File: config.mk
export PLATFORM = sky130hd
export DESIGN_NAME = transparent_glyph_blitter
export DESIGN_NICKNAME = d
export VERILOG_FILES = /design/src/design/tgb_pkg.sv /design/src/design/tgb_front.sv /design/src/design/tgb_cmd_queue.sv /design/src/design/tgb_back.sv /design/src/design/transparent_glyph_blitter.sv
export VERILOG_INCLUDE_DIRS = /design/src /design/src/design
export SDC_FILE = /design/constraint.sdc
export NUM_CORES = 1
export LEC_CHECK = 0
export ABC_AREA = 1
export BUFFER_PORTS_ARGS = -buffer_cell sky130_fd_sc_hd__clkbuf_2
export CORE_MARGIN = 4
export CORE_UTILIZATION = 35
export CTS_CLUSTER_SIZE = 40
export DETAILED_ROUTE_END_ITERATION = 8
export GPL_TIMING_DRIVEN = 0
export PLACE_DENSITY = 0.55
export RECOVER_POWER = 50
export SYNTH_ARGS = -nofsm -noshare
export SYNTH_HDL_FRONTEND = slang
export SYNTH_SLANG_ARGS = --single-unit
File: constraint.sdc
create_clock -name i_clk -period 9.1 [get_ports i_clk]
set_input_delay 0.91 -clock i_clk [delete_from_list [all_inputs] [get_ports i_clk]]
set_output_delay 0.91 -clock i_clk [all_outputs]
set_load 0.05 [all_outputs]
File: src/design/transparent_glyph_blitter_defines.svh
// Assertion helpers shared by the glyph blitter RTL.
`ifndef TRANSPARENT_GLYPH_BLITTER_DEFINES_SVH
`define TRANSPARENT_GLYPH_BLITTER_DEFINES_SVH

// Same-cycle implication, disabled while reset is held.
`define TGB_ASSERT_NOW(label, clk, rst_n, ante, cons, msg) \
    label: assert property (@(posedge clk) disable iff (!rst_n) (ante) |-> (cons)) \
        else $error(msg);

// Next-cycle implication, disabled while reset is held.
`define TGB_ASSERT_NEXT(label, clk, rst_n, ante, cons, msg) \
    label: assert property (@(posedge clk) disable iff (!rst_n) (ante) |=> (cons)) \
        else $error(msg);

`endif

File: src/design/tgb_pkg.sv
package tgb_pkg;

    // Input action codes
    localparam logic ACT_START = 1'b0;
    localparam logic ACT_BYTE  = 1'b1;

    // Bus operation kinds
    typedef enum logic [1:0] {
        OP_REG_WRITE   = 2'd0,
        OP_INDEX_WRITE = 2'd1,
        OP_DATA_WRITE  = 2'd2,
        OP_COPY_BG     = 2'd3
    } t_op_kind;

    // Configuration register indexes
    typedef enum logic [2:0] {
        CFG_ORIGIN_X     = 3'd0,
        CFG_ORIGIN_Y     = 3'd1,
        CFG_GLYPH_WIDTH  = 3'd2,
        CFG_GLYPH_HEIGHT = 3'd3,
        CFG_INK_COLOR    = 3'd4,
        CFG_ROTATED      = 3'd5
    } t_cfg_idx;

    localparam int CFG_IDX_W  = 3;
    localparam int CFG_DATA_W = 16;

    // Controller registers and values
    localparam logic [15:0] REG_ENTRY_MODE = 16'h0003;
    localparam logic [15:0] ENTRY_NORMAL   = 16'h1030;
    localparam logic [15:0] ENTRY_ROTATED  = 16'h1018;
    localparam logic [15:0] REG_H_START    = 16'h0210;
    localparam logic [15:0] REG_H_END      = 16'h0211;
    localparam logic [15:0] REG_V_START    = 16'h0212;
    localparam logic [15:0] REG_V_END      = 16'h0213;
    localparam logic [15:0] REG_GRAM_H     = 16'h0200;
    localparam logic [15:0] REG_GRAM_V     = 16'h0201;
    localparam logic [15:0] REG_GRAM_DATA  = 16'h0202;

    // Eight operations per request, step counter ends here
    localparam logic [2:0] SEQ_LAST = 3'd7;

    localparam int CMD_QUEUE_DEPTH = 4;

    typedef struct packed {
        logic [8:0]  origin_x;
        logic [8:0]  origin_y;
        logic [8:0]  glyph_width;
        logic [8:0]  glyph_height;
        logic [15:0] ink_color;
        logic        rotated;
    } t_cfg;

    typedef struct packed {
        logic       is_start;
        logic [7:0] bits;
    } t_cmd;

    typedef struct packed {
        t_op_kind    kind;
        logic [15:0] reg_index;
        logic [15:0] data_value;
        logic [15:0] horiz_addr;
        logic [15:0] vert_addr;
        logic        last_op;
    } t_op;

endpackage

File: src/design/tgb_front.sv
module tgb_front import tgb_pkg::*; (
    input  logic       i_clk,
    input  logic       i_rst_n,
    input  logic       i_accept,
    input  logic       i_action,
    input  logic [7:0] i_glyph_byte,
    input  t_cfg       i_cfg,
    output logic       o_cmd_valid,
    output t_cmd       o_cmd
);

    logic        r_drawing;
    logic [17:0] r_pixels;
    logic [17:0] w_size;
    logic [17:0] n_pixels;
    logic        w_is_start;
    logic        w_remaining;

    assign w_size      = {9'd0, i_cfg.glyph_width} * {9'd0, i_cfg.glyph_height};
    assign n_pixels    = r_pixels + 18'd8;
    assign w_is_start  = (i_action == ACT_START);
    assign w_remaining = r_drawing && (r_pixels < w_size);

    // Forward starts and bytes that still have pixels; drop the rest here
    assign o_cmd_valid   = i_accept && (w_is_start || w_remaining);
    assign o_cmd.is_start = w_is_start;
    assign o_cmd.bits     = i_glyph_byte;

    always_ff @(posedge i_clk) begin
        if (!i_rst_n) begin
            r_drawing <= 1'b0;
            r_pixels  <= '0;
        end else if (i_accept) begin
            if (w_is_start) begin
                r_drawing <= 1'b1;
                r_pixels  <= '0;
            end else if (r_drawing) begin
                if (!w_remaining) begin
                    r_drawing <= 1'b0;
                end else begin
                    r_pixels <= n_pixels;
                    if (n_pixels >= w_size) begin
                        r_drawing <= 1'b0;
                    end
                end
            end
        end
    end

endmodule

File: src/design/tgb_cmd_queue.sv
`include "transparent_glyph_blitter_defines.svh"

module tgb_cmd_queue import tgb_pkg::*; #(
    parameter int DEPTH = 4
) (
    input  logic i_clk,
    input  logic i_rst_n,
    input  logic i_wr,
    input  t_cmd i_wr_cmd,
    input  logic i_rd,
    output logic o_full,
    output logic o_nonempty,
    output t_cmd o_rd_cmd
);

    localparam int AW = (DEPTH > 1) ? $clog2(DEPTH) : 1;
    localparam int CW = $clog2(DEPTH + 1);

    t_cmd            r_mem [DEPTH];
    logic [AW-1:0]   r_wr_ptr;
    logic [AW-1:0]   r_rd_ptr;
    logic [CW-1:0]   r_count;
    logic [AW-1:0]   n_wr_ptr;
    logic [AW-1:0]   n_rd_ptr;
    logic [CW-1:0]   n_count;

    assign o_full     = (r_count == CW'(DEPTH));
    assign o_nonempty = (r_count != '0);
    assign o_rd_cmd   = r_mem[r_rd_ptr];

    always_comb begin
        n_wr_ptr = r_wr_ptr;
        n_rd_ptr = r_rd_ptr;
        if (i_wr) begin
            n_wr_ptr = (r_wr_ptr == AW'(DEPTH - 1)) ? '0 : r_wr_ptr + 1'b1;
        end
        if (i_rd) begin
            n_rd_ptr = (r_rd_ptr == AW'(DEPTH - 1)) ? '0 : r_rd_ptr + 1'b1;
        end
        unique case ({i_wr, i_rd})
            2'b10:   n_count = r_count + 1'b1;
            2'b01:   n_count = r_count - 1'b1;
            default: n_count = r_count;
        endcase
    end

    always_ff @(posedge i_clk) begin
        if (i_wr) begin
            r_mem[r_wr_ptr] <= i_wr_cmd;
        end
    end

    always_ff @(posedge i_clk) begin
        if (!i_rst_n) begin
            r_wr_ptr <= '0;
            r_rd_ptr <= '0;
            r_count  <= '0;
        end else begin
            r_wr_ptr <= n_wr_ptr;
            r_rd_ptr <= n_rd_ptr;
            r_count  <= n_count;
        end
    end

    `TGB_ASSERT_NOW(a_q_no_overflow, i_clk, i_rst_n, i_wr, !o_full || i_rd, "queue write while full")
    `TGB_ASSERT_NOW(a_q_no_underflow, i_clk, i_rst_n, i_rd, o_nonempty, "queue read while empty")
    `TGB_ASSERT_NEXT(a_q_count_up, i_clk, i_rst_n, i_wr && !i_rd, r_count == $past(r_count) + 1'b1, "queue count did not advance")

endmodule

File: src/design/tgb_back.sv
`include "transparent_glyph_blitter_defines.svh"

module tgb_back import tgb_pkg::*; #(
    parameter int unsigned PANEL_LAST_LINE = 399
) (
    input  logic i_clk,
    input  logic i_rst_n,
    input  t_cfg i_cfg,
    input  logic i_q_nonempty,
    input  t_cmd i_q_cmd,
    output logic o_q_rd,
    input  logic i_pop,
    output logic o_op_valid,
    output t_op  o_op
);

    localparam logic [15:0] LAST_LINE = 16'(PANEL_LAST_LINE);

    logic       r_busy;
    logic [2:0] r_step;
    logic       r_is_start;
    logic [7:0] r_bits;
    logic [8:0] r_col;
    logic [8:0] r_row;
    logic       r_out_valid;
    t_op        r_out;

    logic        w_out_ready;
    logic        w_issue;
    logic        w_seq_end;
    logic        w_take;
    logic [8:0]  n_col;
    logic [15:0] w_x0;
    logic [15:0] w_y0;
    logic [15:0] w_xe;
    logic [15:0] w_ye;
    logic [15:0] w_px;
    logic [15:0] w_py;
    t_op         w_op;

    assign w_out_ready = !r_out_valid || i_pop;
    assign w_issue     = r_busy && w_out_ready;
    assign w_seq_end   = w_issue && (r_step == SEQ_LAST);
    assign w_take      = i_q_nonempty && (!r_busy || w_seq_end);
    assign o_q_rd      = w_take;

    assign w_x0 = {7'd0, i_cfg.origin_x};
    assign w_y0 = {7'd0, i_cfg.origin_y};
    assign w_xe = w_x0 + {7'd0, i_cfg.glyph_width} - 16'd1;
    assign w_ye = w_y0 + {7'd0, i_cfg.glyph_height} - 16'd1;
    assign w_px = w_x0 + {7'd0, r_col};
    assign w_py = w_y0 + {7'd0, r_row};
    assign n_col = r_col + 9'd1;

    always_comb begin
        w_op         = '0;
        w_op.last_op = (r_step == SEQ_LAST);
        if (r_is_start) begin
            w_op.kind = OP_REG_WRITE;
            unique case (r_step)
                3'd0: begin
                    w_op.reg_index  = REG_ENTRY_MODE;
                    w_op.data_value = i_cfg.rotated ? ENTRY_ROTATED : ENTRY_NORMAL;
                end
                3'd1: begin
                    w_op.reg_index  = REG_H_START;
                    w_op.data_value = i_cfg.rotated ? w_y0 : w_x0;
                end
                3'd2: begin
                    w_op.reg_index  = REG_H_END;
                    w_op.data_value = i_cfg.rotated ? w_ye : w_xe;
                end
                3'd3: begin
                    w_op.reg_index  = REG_V_START;
                    w_op.data_value = i_cfg.rotated ? LAST_LINE - w_xe : w_y0;
                end
                3'd4: begin
                    w_op.reg_index  = REG_V_END;
                    w_op.data_value = i_cfg.rotated ? LAST_LINE - w_x0 : w_ye;
                end
                3'd5: begin
                    w_op.reg_index  = REG_GRAM_H;
                    w_op.data_value = i_cfg.rotated ? w_y0 : w_x0;
                end
                3'd6: begin
                    w_op.reg_index  = REG_GRAM_V;
                    w_op.data_value = i_cfg.rotated ? LAST_LINE - w_x0 : w_y0;
                end
                3'd7: begin
                    w_op.kind      = OP_INDEX_WRITE;
                    w_op.reg_index = REG_GRAM_DATA;
                end
                default: begin
                    w_op.kind = OP_REG_WRITE;
                end
            endcase
        end else if (r_bits[7]) begin
            w_op.kind       = OP_DATA_WRITE;
            w_op.data_value = i_cfg.ink_color;
        end else begin
            w_op.kind       = OP_COPY_BG;
            w_op.horiz_addr = i_cfg.rotated ? w_py : w_px;
            w_op.vert_addr  = i_cfg.rotated ? LAST_LINE - w_px : w_py;
        end
    end

    always_ff @(posedge i_clk) begin
        if (w_take) begin
            r_is_start <= i_q_cmd.is_start;
            r_bits     <= i_q_cmd.bits;
        end else if (w_issue) begin
            r_bits <= {r_bits[6:0], 1'b0};
        end
        if (w_issue) begin
            r_out <= w_op;
        end
    end

    always_ff @(posedge i_clk) begin
        if (!i_rst_n) begin
            r_busy      <= 1'b0;
            r_step      <= '0;
            r_col       <= '0;
            r_row       <= '0;
            r_out_valid <= 1'b0;
        end else begin
            if (w_take) begin
                r_busy <= 1'b1;
                r_step <= '0;
            end else if (w_issue) begin
                r_step <= r_step + 3'd1;
                if (w_seq_end) begin
                    r_busy <= 1'b0;
                end
            end
            // Advance the pixel position; a new start clears it
            if (w_issue && !r_is_start) begin
                if (n_col >= i_cfg.glyph_width) begin
                    r_col <= '0;
                    r_row <= r_row + 9'd1;
                end else begin
                    r_col <= n_col;
                end
            end
            if (w_take && i_q_cmd.is_start) begin
                r_col <= '0;
                r_row <= '0;
            end
            if (w_issue) begin
                r_out_valid <= 1'b1;
            end else if (i_pop) begin
                r_out_valid <= 1'b0;
            end
        end
    end

    assign o_op_valid = r_out_valid;
    assign o_op       = r_out;

    `TGB_ASSERT_NEXT(a_seq_end_marks_last, i_clk, i_rst_n, w_seq_end, r_out_valid && r_out.last_op, "final operation not marked last")
    `TGB_ASSERT_NEXT(a_busy_holds, i_clk, i_rst_n, r_busy && !w_seq_end, r_busy, "sequencer dropped a request early")
    `TGB_ASSERT_NOW(a_take_only_when_free, i_clk, i_rst_n, w_take && r_busy, w_seq_end, "new request taken mid sequence")

endmodule

File: src/design/transparent_glyph_blitter.sv
// Transparent glyph blitter: turns 1-bit-per-pixel glyph data (MSB first, row-major) into
// LCD controller bus operations. A start request (action 0) yields eight operations: the
// entry-mode write, four window writes, two GRAM address writes and the GRAM data index
// write. Each glyph byte request (action 1) yields eight pixel operations: a data write of
// ink_color for a set bit, or a copy-background operation with GRAM addresses for a clear
// bit. Bytes before a start, or past width times height, are accepted and give nothing.
// Each request that produces output occupies the output sequencer for its eight operations,
// one operation per cycle when pop keeps up; a request that produces nothing is dropped at the
// input. The first operation of a request passes through the command queue, the sequencer
// registers and the output register. A four-entry command queue sits between the input
// classifier and the sequencer, so push keeps being taken while results wait, until it is full.
// Write configuration only while no request is in flight; ready on the configuration port
// is always high. last_op marks the final operation of each request.
module transparent_glyph_blitter import tgb_pkg::*; #(
    parameter int unsigned PANEL_LAST_LINE = 399
) (
    input  logic                  i_clk,
    input  logic                  i_rst_n,
    // request side
    input  logic                  push,
    output logic                  full,
    input  logic                  i_action,
    input  logic [7:0]            i_glyph_byte,
    // result side
    output logic                  empty,
    input  logic                  pop,
    output logic [1:0]            o_op_kind,
    output logic [15:0]           o_reg_index,
    output logic [15:0]           o_data_value,
    output logic [15:0]           o_horiz_addr,
    output logic [15:0]           o_vert_addr,
    output logic                  o_last_op,
    // configuration write channel
    input  logic                  i_cfg_valid,
    output logic                  o_cfg_ready,
    input  logic [CFG_IDX_W-1:0]  i_cfg_index,
    input  logic [CFG_DATA_W-1:0] i_cfg_data
);

    t_cfg r_cfg;
    logic w_accept;
    logic w_cmd_valid;
    t_cmd w_cmd;
    logic w_q_full;
    logic w_q_nonempty;
    t_cmd w_q_cmd;
    logic w_q_rd;
    logic w_op_valid;
    t_op  w_op;

    assign o_cfg_ready = 1'b1;

    // Configuration registers; writes outside the list are dropped
    always_ff @(posedge i_clk) begin
        if (!i_rst_n) begin
            r_cfg.origin_x     <= 9'd0;
            r_cfg.origin_y     <= 9'd0;
            r_cfg.glyph_width  <= 9'd8;
            r_cfg.glyph_height <= 9'd1;
            r_cfg.ink_color    <= 16'd0;
            r_cfg.rotated      <= 1'b0;
        end else if (i_cfg_valid && o_cfg_ready) begin
            unique case (t_cfg_idx'(i_cfg_index))
                CFG_ORIGIN_X:     r_cfg.origin_x     <= i_cfg_data[8:0];
                CFG_ORIGIN_Y:     r_cfg.origin_y     <= i_cfg_data[8:0];
                CFG_GLYPH_WIDTH:  r_cfg.glyph_width  <= i_cfg_data[8:0];
                CFG_GLYPH_HEIGHT: r_cfg.glyph_height <= i_cfg_data[8:0];
                CFG_INK_COLOR:    r_cfg.ink_color    <= i_cfg_data;
                CFG_ROTATED:      r_cfg.rotated      <= i_cfg_data[0];
                default: begin
                end
            endcase
        end
    end

    // Hold requests off while the command queue is full
    assign full     = w_q_full;
    assign w_accept = push && !w_q_full;

    tgb_front u_front (
        .i_clk        (i_clk),
        .i_rst_n      (i_rst_n),
        .i_accept     (w_accept),
        .i_action     (i_action),
        .i_glyph_byte (i_glyph_byte),
        .i_cfg        (r_cfg),
        .o_cmd_valid  (w_cmd_valid),
        .o_cmd        (w_cmd)
    );

    tgb_cmd_queue #(
        .DEPTH (CMD_QUEUE_DEPTH)
    ) u_queue (
        .i_clk      (i_clk),
        .i_rst_n    (i_rst_n),
        .i_wr       (w_cmd_valid),
        .i_wr_cmd   (w_cmd),
        .i_rd       (w_q_rd),
        .o_full     (w_q_full),
        .o_nonempty (w_q_nonempty),
        .o_rd_cmd   (w_q_cmd)
    );

    tgb_back #(
        .PANEL_LAST_LINE (PANEL_LAST_LINE)
    ) u_back (
        .i_clk        (i_clk),
        .i_rst_n      (i_rst_n),
        .i_cfg        (r_cfg),
        .i_q_nonempty (w_q_nonempty),
        .i_q_cmd      (w_q_cmd),
        .o_q_rd       (w_q_rd),
        .i_pop        (pop),
        .o_op_valid   (w_op_valid),
        .o_op         (w_op)
    );

    // Drive the result ports from the output register
    assign empty        = !w_op_valid;
    assign o_op_kind    = w_op.kind;
    assign o_reg_index  = w_op.reg_index;
    assign o_data_value = w_op.data_value;
    assign o_horiz_addr = w_op.horiz_addr;
    assign o_vert_addr  = w_op.vert_addr;
    assign o_last_op    = w_op.last_op;

endmodule

==> results.md, run 1 <==
- Outcome: finished, violations left
- Violations in the final reports: max-capacitance violations, max-slew violations
- Routability Congestion: 0.9520
- Clock period minus worst slack: 7.156 ns
- Die X-Extent: approximately 210 um
- Ant. Diodes: 0
- Cells after Synth: 1,974
- Origin of the worst min-delay path: u_queue.r_count[0]$_SDFFE_PN0P_
- Number of pins with negative max-slew slack in the final report: 35
- Slack of the worst reg-to-reg path: 1.94 ns
- Antenna violations before repair: 1
- Fraction of the yosys area taken by sequential cells: 32.38%
- Post-CTS Setup Bufs: 0
- Accumulated negative setup slack: 0 ns
- Clock root cell: clkbuf_16
- I/O pins: 103
- DR vias: around 13,000
- Worst rel slew slack: -15.44%
- Estimated wirelength of the detail-placed design: 33,360 um
- Path category of the worst min-delay check: register to register
- Final hold slack: 0.4567 ns
- Number of hold violations in the final report: 0
- Overall global routing resource usage: around 18%
- Area added between synthesis and finish: 11.25%
- Setup violations, final: 0
- Critical path startpoint category: register
- Area enclosed by the die boundary: 45,570 sq um
- Maximum count of clock buffers along a single path: 2
- Final-layout fill cell count: 4,358
- Fraction of the cycle the final worst path needs: 78.64%
- Power density over cell area: around 180 nW/um^2
- Worst setup path startpoint: r_cfg[27]$_SDFFE_PN0P_
- Cell family contributing the most delay on the critical path: adder cells
- Post-synth EDFFs: 92
- Number of buffers added on ports: 82
- Max-capacitance violation count: 1
- Routed WL per cell: roughly 16 um
- Number of rows in the core area: 75
- Top cell type by total area after synthesis: edfxtp_1
- Minimum setup slack after placement: around 1.9 ns
- Maximum vdd ir drop: 0.1306 mV
- Slew at the pin closest to its max-slew limit: 1.732 ns
- Synthesis Warnings: 0
- GRT overflow: 0
- Slowest stage cell, crit path: nor2_1
- Mean instance size in the synthesized netlist: 7.486 sq um
- Worst Hold Path EP: u_queue.r_count[0]$_SDFFE_PN0P_
- Vias in the first global route: 12,420
- Number of cells on the worst hold path: 1
- First-pass GRT wire length: 66,220 um
- Maximum number of pins on one net before global-route repair: 35
- Fraction of layout cells with a size suffix above 1: 5.651%
- Mapped cell area: 14,780 sq um
- Total number of H-tree levels: 4
- Fmax: 139.7 MHz
- Maximum fanout encountered on the critical timing path: 10
- DRT Pass-1 Iters: 5
- Initial Util: 35.31%
- Total core area: 41,850 sq um
- Endpoint type of the worst setup path: register
- Source-to-sink clock delay at the later pin of the worst-skew pair: 0.46 ns
- Cell types occupying the most area after synthesis: edfxtp_1 19%, dfxtp_1 14%, ha_1 11%
- Worst Setup Slack, final: 1.944 ns
- Clock slew at the register clock pins of the worst setup and hold paths: 0.07 ns
- Setup repair after global routing missed its margin: no
- Crit path top cell by count: nand2_1
- Number of routed nets with antenna violations: 0
- Finished Layout Cells: 2,645
- TritonCTS clock tree: done
- Flops & latches, synth: 193
- Number of vias per cell after detailed routing: 4.923
- Fraction of the core area covered by cells at the end of the flow: 39.28%
- Final worst clock skew: 0.01799 ns
- Count of unique library cells instantiated by Yosys: 49
- Synth Flop Type: dfxtp_1
- Number of clock sinks: approximately 190
- Worst setup path category: register to register
- Slowest cell delay on critical path: 0.71 ns
- Number of buffers added to fix hold violations after cts: 0
- Top-count cell post-synth: nand2_1
- Number of placed cells counting well taps: around 2,600
- Yosys top cell area share: a little under a fifth
- Final Net Count: 2,313
- Top cells by count, synth: 426 x nand2_1, 306 x inv_1, 224 x nor2_1
- Worst path required time: 9.18 ns
- R2R Path Start: r_cfg[27]$_SDFFE_PN0P_
- Y dimension of the die: ~210 um
- Asr flop ratio synth: 0%
- Leakage: 8.040 nW
- DRC viols: 0
- Arr. time, crit path: 7.23 ns
- Inserted Clock Buffers: 17
- Resized Gates After CTS: 0
- Final wirelength: 41,960 um
- R2R cell count: 32
- DR iter-0 viols: a little under 1,000
- Critical path buffers and inverters: 6
- Reg2Reg Capture Point: u_queue.r_mem[2][6]$_DFFE_PP_
==> per-layer routing <==
layer | global-route usage (%) | vias up | part of all wire, %
met5 | 0 | - | 0.048
met4 | 4.635 | 2 | 2.5
met3 | 3.424 | 59 | 4.9
met2 | 29.90 | 300 | 46
met1 | 25.44 | 6057 | 47
li1 | - | 6604 | -
==> report_power, final <==
group          leakage [nW]  switching [mW]  total, mW  internal, mW
Clock                 0.274           0.358      0.768         0.411
Sequential             1.69          0.0722       1.16          1.09
Combinational          6.07           0.787       1.04         0.250
==> stage by stage <==
stage | power, mW | cell area [sq um]
floorplan | 1.939 | 14840
global placement | 2.228 | 15930
detailed placement | 2.245 | 15950
CTS | 3.013 | 16530
global route | 3.153 | 16440
finish | 2.966 | 16440
==> layout make-up <==
type | count | area [sq um] | area share [%]
repair buffers | 83 | 344.1 | 2.093
well taps | 539 | 674.4 | 4.102
inverters | 312 | 1171 | 7.123
multi-input cells | 1409 | 8494 | 51.67
flip-flops and latches | 193 | 4785 | 29.10
clock buffers | 19 | 432.9 | 2.633
clock inverters | 13 | 151.4 | 0.9208
plain buffers | 77 | 387.9 | 2.359
==> cell usage in the layout, fill, tap and decap left out, drive strengths merged, types with 8 or more instances in the layout <==
cell type,n
nand3b,10
inv,312
ha,132
fa,55
nor2,230
o211ai,9
clkbuf,151
or2,8
o22ai,12
nor3,19
xor2,38
o21ai,134
edfxtp,92
conb,19
nand2,436
nand3,105
xnor2,12
a31oi,11
dfxtp,101
a21oi,128
buf,28
nand4,24
==> cell families (layout without fill, tap and decap cells) <==
kind of cell	after synthesis	after routing	share of synthesized area, %
AND/OR/NAND/NOR	835	835	23.67
buffers and inverters	389	504	10.55
AO/OA/AOI/OAI	318	318	11.76
flip-flops	193	193	32.38
adder cells (fa/ha/maj)	187	187	18.63
XOR/XNOR	50	50	2.963
other	2	19	0.05082
==> worst max-delay path by stage <==
stage / end / slack [ns] / depth (start not counted)
floorplan: u_queue.r_count[2]$_SDFFE_PN0P_ / 2.80 / 37
CTS: u_queue.r_mem[2][6]$_DFFE_PP_ / 1.82 / 28
detailed placement: u_queue.r_mem[2][6]$_DFFE_PP_ / 1.88 / 28
global placement: u_queue.r_mem[0][6]$_DFFE_PP_ / 1.90 / 32
global route: u_queue.r_count[2]$_SDFFE_PN0P_ / 1.25 / 38
finish: u_queue.r_mem[2][6]$_DFFE_PP_ / 1.94 / 32
==> sequential cells by signal, indices dropped and copies added, names as in the netlist, named ones only <==
register,cells
r_cfg,53
u_back.o_op,47
u_queue.r_mem,36
u_front.r_pixels,15
u_back.r_col,9
u_back.r_row,9
u_back.r_bits,8
u_back.r_step,3
u_queue.r_count,3
u_queue.r_rd_ptr,2
u_queue.r_wr_ptr,2
u_back.o_op_valid,1
u_back.r_busy,1
u_back.r_is_start,1
u_front.r_drawing,1
==> worst reg2reg max path: cells and delay by family (launching register included) <==
family	cells	cell delay [ns]
fa+ha+maj	6	2.76
simple gates	15	1.93
buf+inv	6	0.88
compound gates	4	0.63
flops	1	0.41
xor+xnor	1	0.19
Power figures use the tool's default switching activity.
==> inputs of run 2 (changes only) <==
==> constraint.sdc (replaced) <==
create_clock -name i_clk -period 7.11 [get_ports i_clk]
set_input_delay 0.711 -clock i_clk [delete_from_list [all_inputs] [get_ports i_clk]]
set_output_delay 0.711 -clock i_clk [all_outputs]
set_load 0.05 [all_outputs]
==> results.md, run 2 (synthesis results as in run 1) <==
- Outcome: finished, violations left (unchanged)
- Violations in the final reports: max-capacitance violations, max-slew violations (unchanged)
- Finished Layout Cells: 2,652 (was 2,645)
- Slew at the pin closest to its max-slew limit: 1.723 ns (was 1.732 ns)
- Worst Hold Path EP: u_queue.r_count[0]$_SDFFE_PN0P_ (unchanged)
- Clock period minus worst slack: 6.555 ns (was 7.156 ns)
- Estimated wirelength of the detail-placed design: 33,360 um (unchanged)
- Maximum count of clock buffers along a single path: 2 (unchanged)
- Minimum setup slack after placement: -0.1125 ns (was 1.878 ns)
- Vias in the first global route: 12,440 (was 12,420)
- Critical path startpoint category: register (unchanged)
- Fraction of the core area covered by cells at the end of the flow: 39.64% (was 39.28%)
- Clock slew at the register clock pins of the worst setup and hold paths: 0.07 ns (about the same)
- Number of routed nets with antenna violations: 0 (unchanged)
- Ant. Diodes: 0 (unchanged)
- Share of power burned in registers: 39.0% (was 39.1%)
- Area enclosed by the die boundary: 45,570 sq um (unchanged)
- Worst setup path category: register to register (unchanged)
- Number of rows in the core area: 75 (unchanged)
- R2R Path Start: r_cfg[27]$_SDFFE_PN0P_ (unchanged)
- Slowest cell delay on critical path: 0.57 ns (was 0.71 ns)
- DR vias: 13,030 (was 13,020)
- Number of buffers added to fix hold violations after cts: 0 (unchanged)
- Number of buffers added on ports: 82 (unchanged)
- Number of placed cells counting well taps: 2,613 (unchanged)
- Final Net Count: 2,320 (was 2,313)
- Inserted Clock Buffers: 17 (unchanged)
- Max-capacitance violation count: 1 (unchanged)
- First-pass GRT wire length: 66,310 um (was 66,220 um)
- Maximum vdd ir drop: 0.1675 mV (was 0.1306 mV)
- Fraction of the cycle the final worst path needs: 92.19% (was 78.64%)
- Leakage: 8.132 nW (was 8.040 nW)
- Arr. time, crit path: 6.89 ns (was 7.23 ns)
- Most used cells in the layout excluding fill and tap cells: 426 x nand2_1, 307 x inv_1, 222 x nor2_1 (was 426 x nand2_1, 306 x inv_1, 224 x nor2_1)
- DR iter-0 viols: 1,011 (was 982)
- PnR Total Power: 3.814 mW (was 2.966 mW)
- GRT overflow: 0 (unchanged)
- Overall global routing resource usage: 18.40% (was 18.38%)
- Initial Util: 35.31% (unchanged)
- Final worst clock skew: 0.01578 ns (was 0.01799 ns)
- Worst setup path startpoint: r_cfg[27]$_SDFFE_PN0P_ (unchanged)
- Fraction of layout cells with a size suffix above 1: 6.862% (was 5.651%)
- Flip-flop count of the largest register after layout: 53 (unchanged)
- Worst Setup Slack, final: 0.5555 ns (was 1.944 ns)
- Maximum fanout encountered on the critical timing path: 11 (was 10)
- Switching fraction of total power: 41.06% (was 41.02%)
- Maximum number of pins on one net before global-route repair: 35 (unchanged)
- Antenna violations before repair: 1 (unchanged)
- Commonest non-fill, non-tap cell in the layout: nand2_1 (unchanged)
- Register with the most flip-flops: r_cfg (unchanged)
- I/O pins: 103 (unchanged)
- Die X-Extent: 213.5 um (unchanged)
- Critical path buffers and inverters: 7 (was 6)
- Routed WL per cell: 15.85 um (was 15.86 um)
- DRC viols: 0 (unchanged)
- Number of cells on the worst hold path: 1 (unchanged)
- Slack of the worst reg-to-reg path: 0.56 ns (was 1.94 ns)
- Total number of H-tree levels: 4 (unchanged)
- Switching power of the nets: 1.566 mW (was 1.217 mW)
- DRT Pass-1 Iters: 5 (unchanged)
- Fmax: 152.6 MHz (was 139.7 MHz)
- Proportion of power drawn by combinational gates: 35.2% (was 35.0%)
- Path category of the worst min-delay check: register to register (unchanged)
- Number of pins with negative max-slew slack in the final report: 35 (unchanged)
- R2R cell count: 33 (was 32)
- Internal cell power: 2.248 mW (was 1.750 mW)
- Number of hold violations in the final report: 0 (unchanged)
- Endpoint type of the worst setup path: register (unchanged)
- Number of vias per cell after detailed routing: 4.914 (was 4.923)
- Critical path depth in cells: 33 (was 32)
- Routability Congestion: 0.9520 (unchanged)
- Cell family contributing the most delay on the critical path: adder cells (unchanged)
- Source-to-sink clock delay at the later pin of the worst-skew pair: 0.46 ns (about the same)
- Number of clock sinks: 193 (unchanged)
- Origin of the worst min-delay path: u_queue.r_count[0]$_SDFFE_PN0P_ (unchanged)
- Y dimension of the die: 213.5 um (unchanged)
- Worst path required time: 7.45 ns (was 9.18 ns)
- Reg2Reg Capture Point: u_queue.r_count[2]$_SDFFE_PN0P_ (was u_queue.r_mem[2][6]$_DFFE_PP_)
- Slowest stage cell, crit path: fa_1 (was nor2_1)
- Worst rel slew slack: -14.86% (was -15.44%)
- Clock root cell: clkbuf_16 (unchanged)
- Power density over cell area: 229.8 nW/um^2 (was 180.4 nW/um^2)
- Setup repair after global routing missed its margin: no (unchanged)
- Area added between synthesis and finish: 12.28% (was 11.25%)
- TritonCTS clock tree: done (unchanged)
- Total core area: 41,850 sq um (unchanged)
- Crit path top cell by count: inv_1 (was nand2_1)
- Setup violations, final: 0 (unchanged)
- Final wirelength: 42,020 um (was 41,960 um)
- Part of the power in the clock network: 25.8% (was 25.9%)
- Accumulated negative setup slack: 0 ns (unchanged)
run 2: how the worst max path moves through the flow:
stage,end,slack [ns]
global route,u_queue.r_count[2]$_SDFFE_PN0P_,0.003
finish,u_queue.r_count[2]$_SDFFE_PN0P_,0.56
CTS,u_queue.r_count[2]$_SDFFE_PN0P_,0.04
floorplan,u_queue.r_count[2]$_SDFFE_PN0P_,0.81
detailed placement,u_queue.r_mem[2][6]$_DFFE_PP_,-0.11
global placement,u_queue.r_mem[0][6]$_DFFE_PP_,-0.09
run 2: power by group through the flow:
stage	logic [mW]	clock network, mW	registers [mW]
2_1_floorplan	0.727	0	1.75
3_3_place_gp	1.34	0	1.51
3_5_place_dp	1.37	0	1.51
4_1_cts	1.37	1.00	1.48
5_1_grt	1.49	1.05	1.50
6_report	1.34	0.985	1.49
run 2: layer usage:
layer / track usage [%] / wire length (um) / vias to the layer above
met5: 0 / 20 / -
met4: 4.811 / 873 / 2
met3: 3.336 / 2154 / 54
met2: 29.90 / 19250 / 320
met1: 25.48 / 19730 / 6046
li1: - / - / 6610
run 2: repair_timing:
item                                    CTS  global route
buffers inserted                          0             8
pin swaps                                 0             4
endpoints found under the setup margin   37            39
gates resized for setup                  16            60
endpoints found under the hold margin     0             0
run 2: final cells by class:
cell class,count,area (sq um)
plain buffers,76,462.9
clock buffers,19,432.9
clock inverters,13,151.4
fillers,4347,25260
inverters,312,1171
multi-input cells,1409,8508
flip-flops and latches,193,4790
well taps,539,674.4
repair buffers,91,401.6
run 2: through the flow:
step / instance area (sq um) / hold slack (ns)
after floorplan: 14840 / 0.4225
after global placement: 15930 / 0.4385
after detailed placement: 15950 / 0.4446
after CTS: 16550 / 0.4589
after global routing: 16590 / 0.4932
final: 16590 / 0.4567
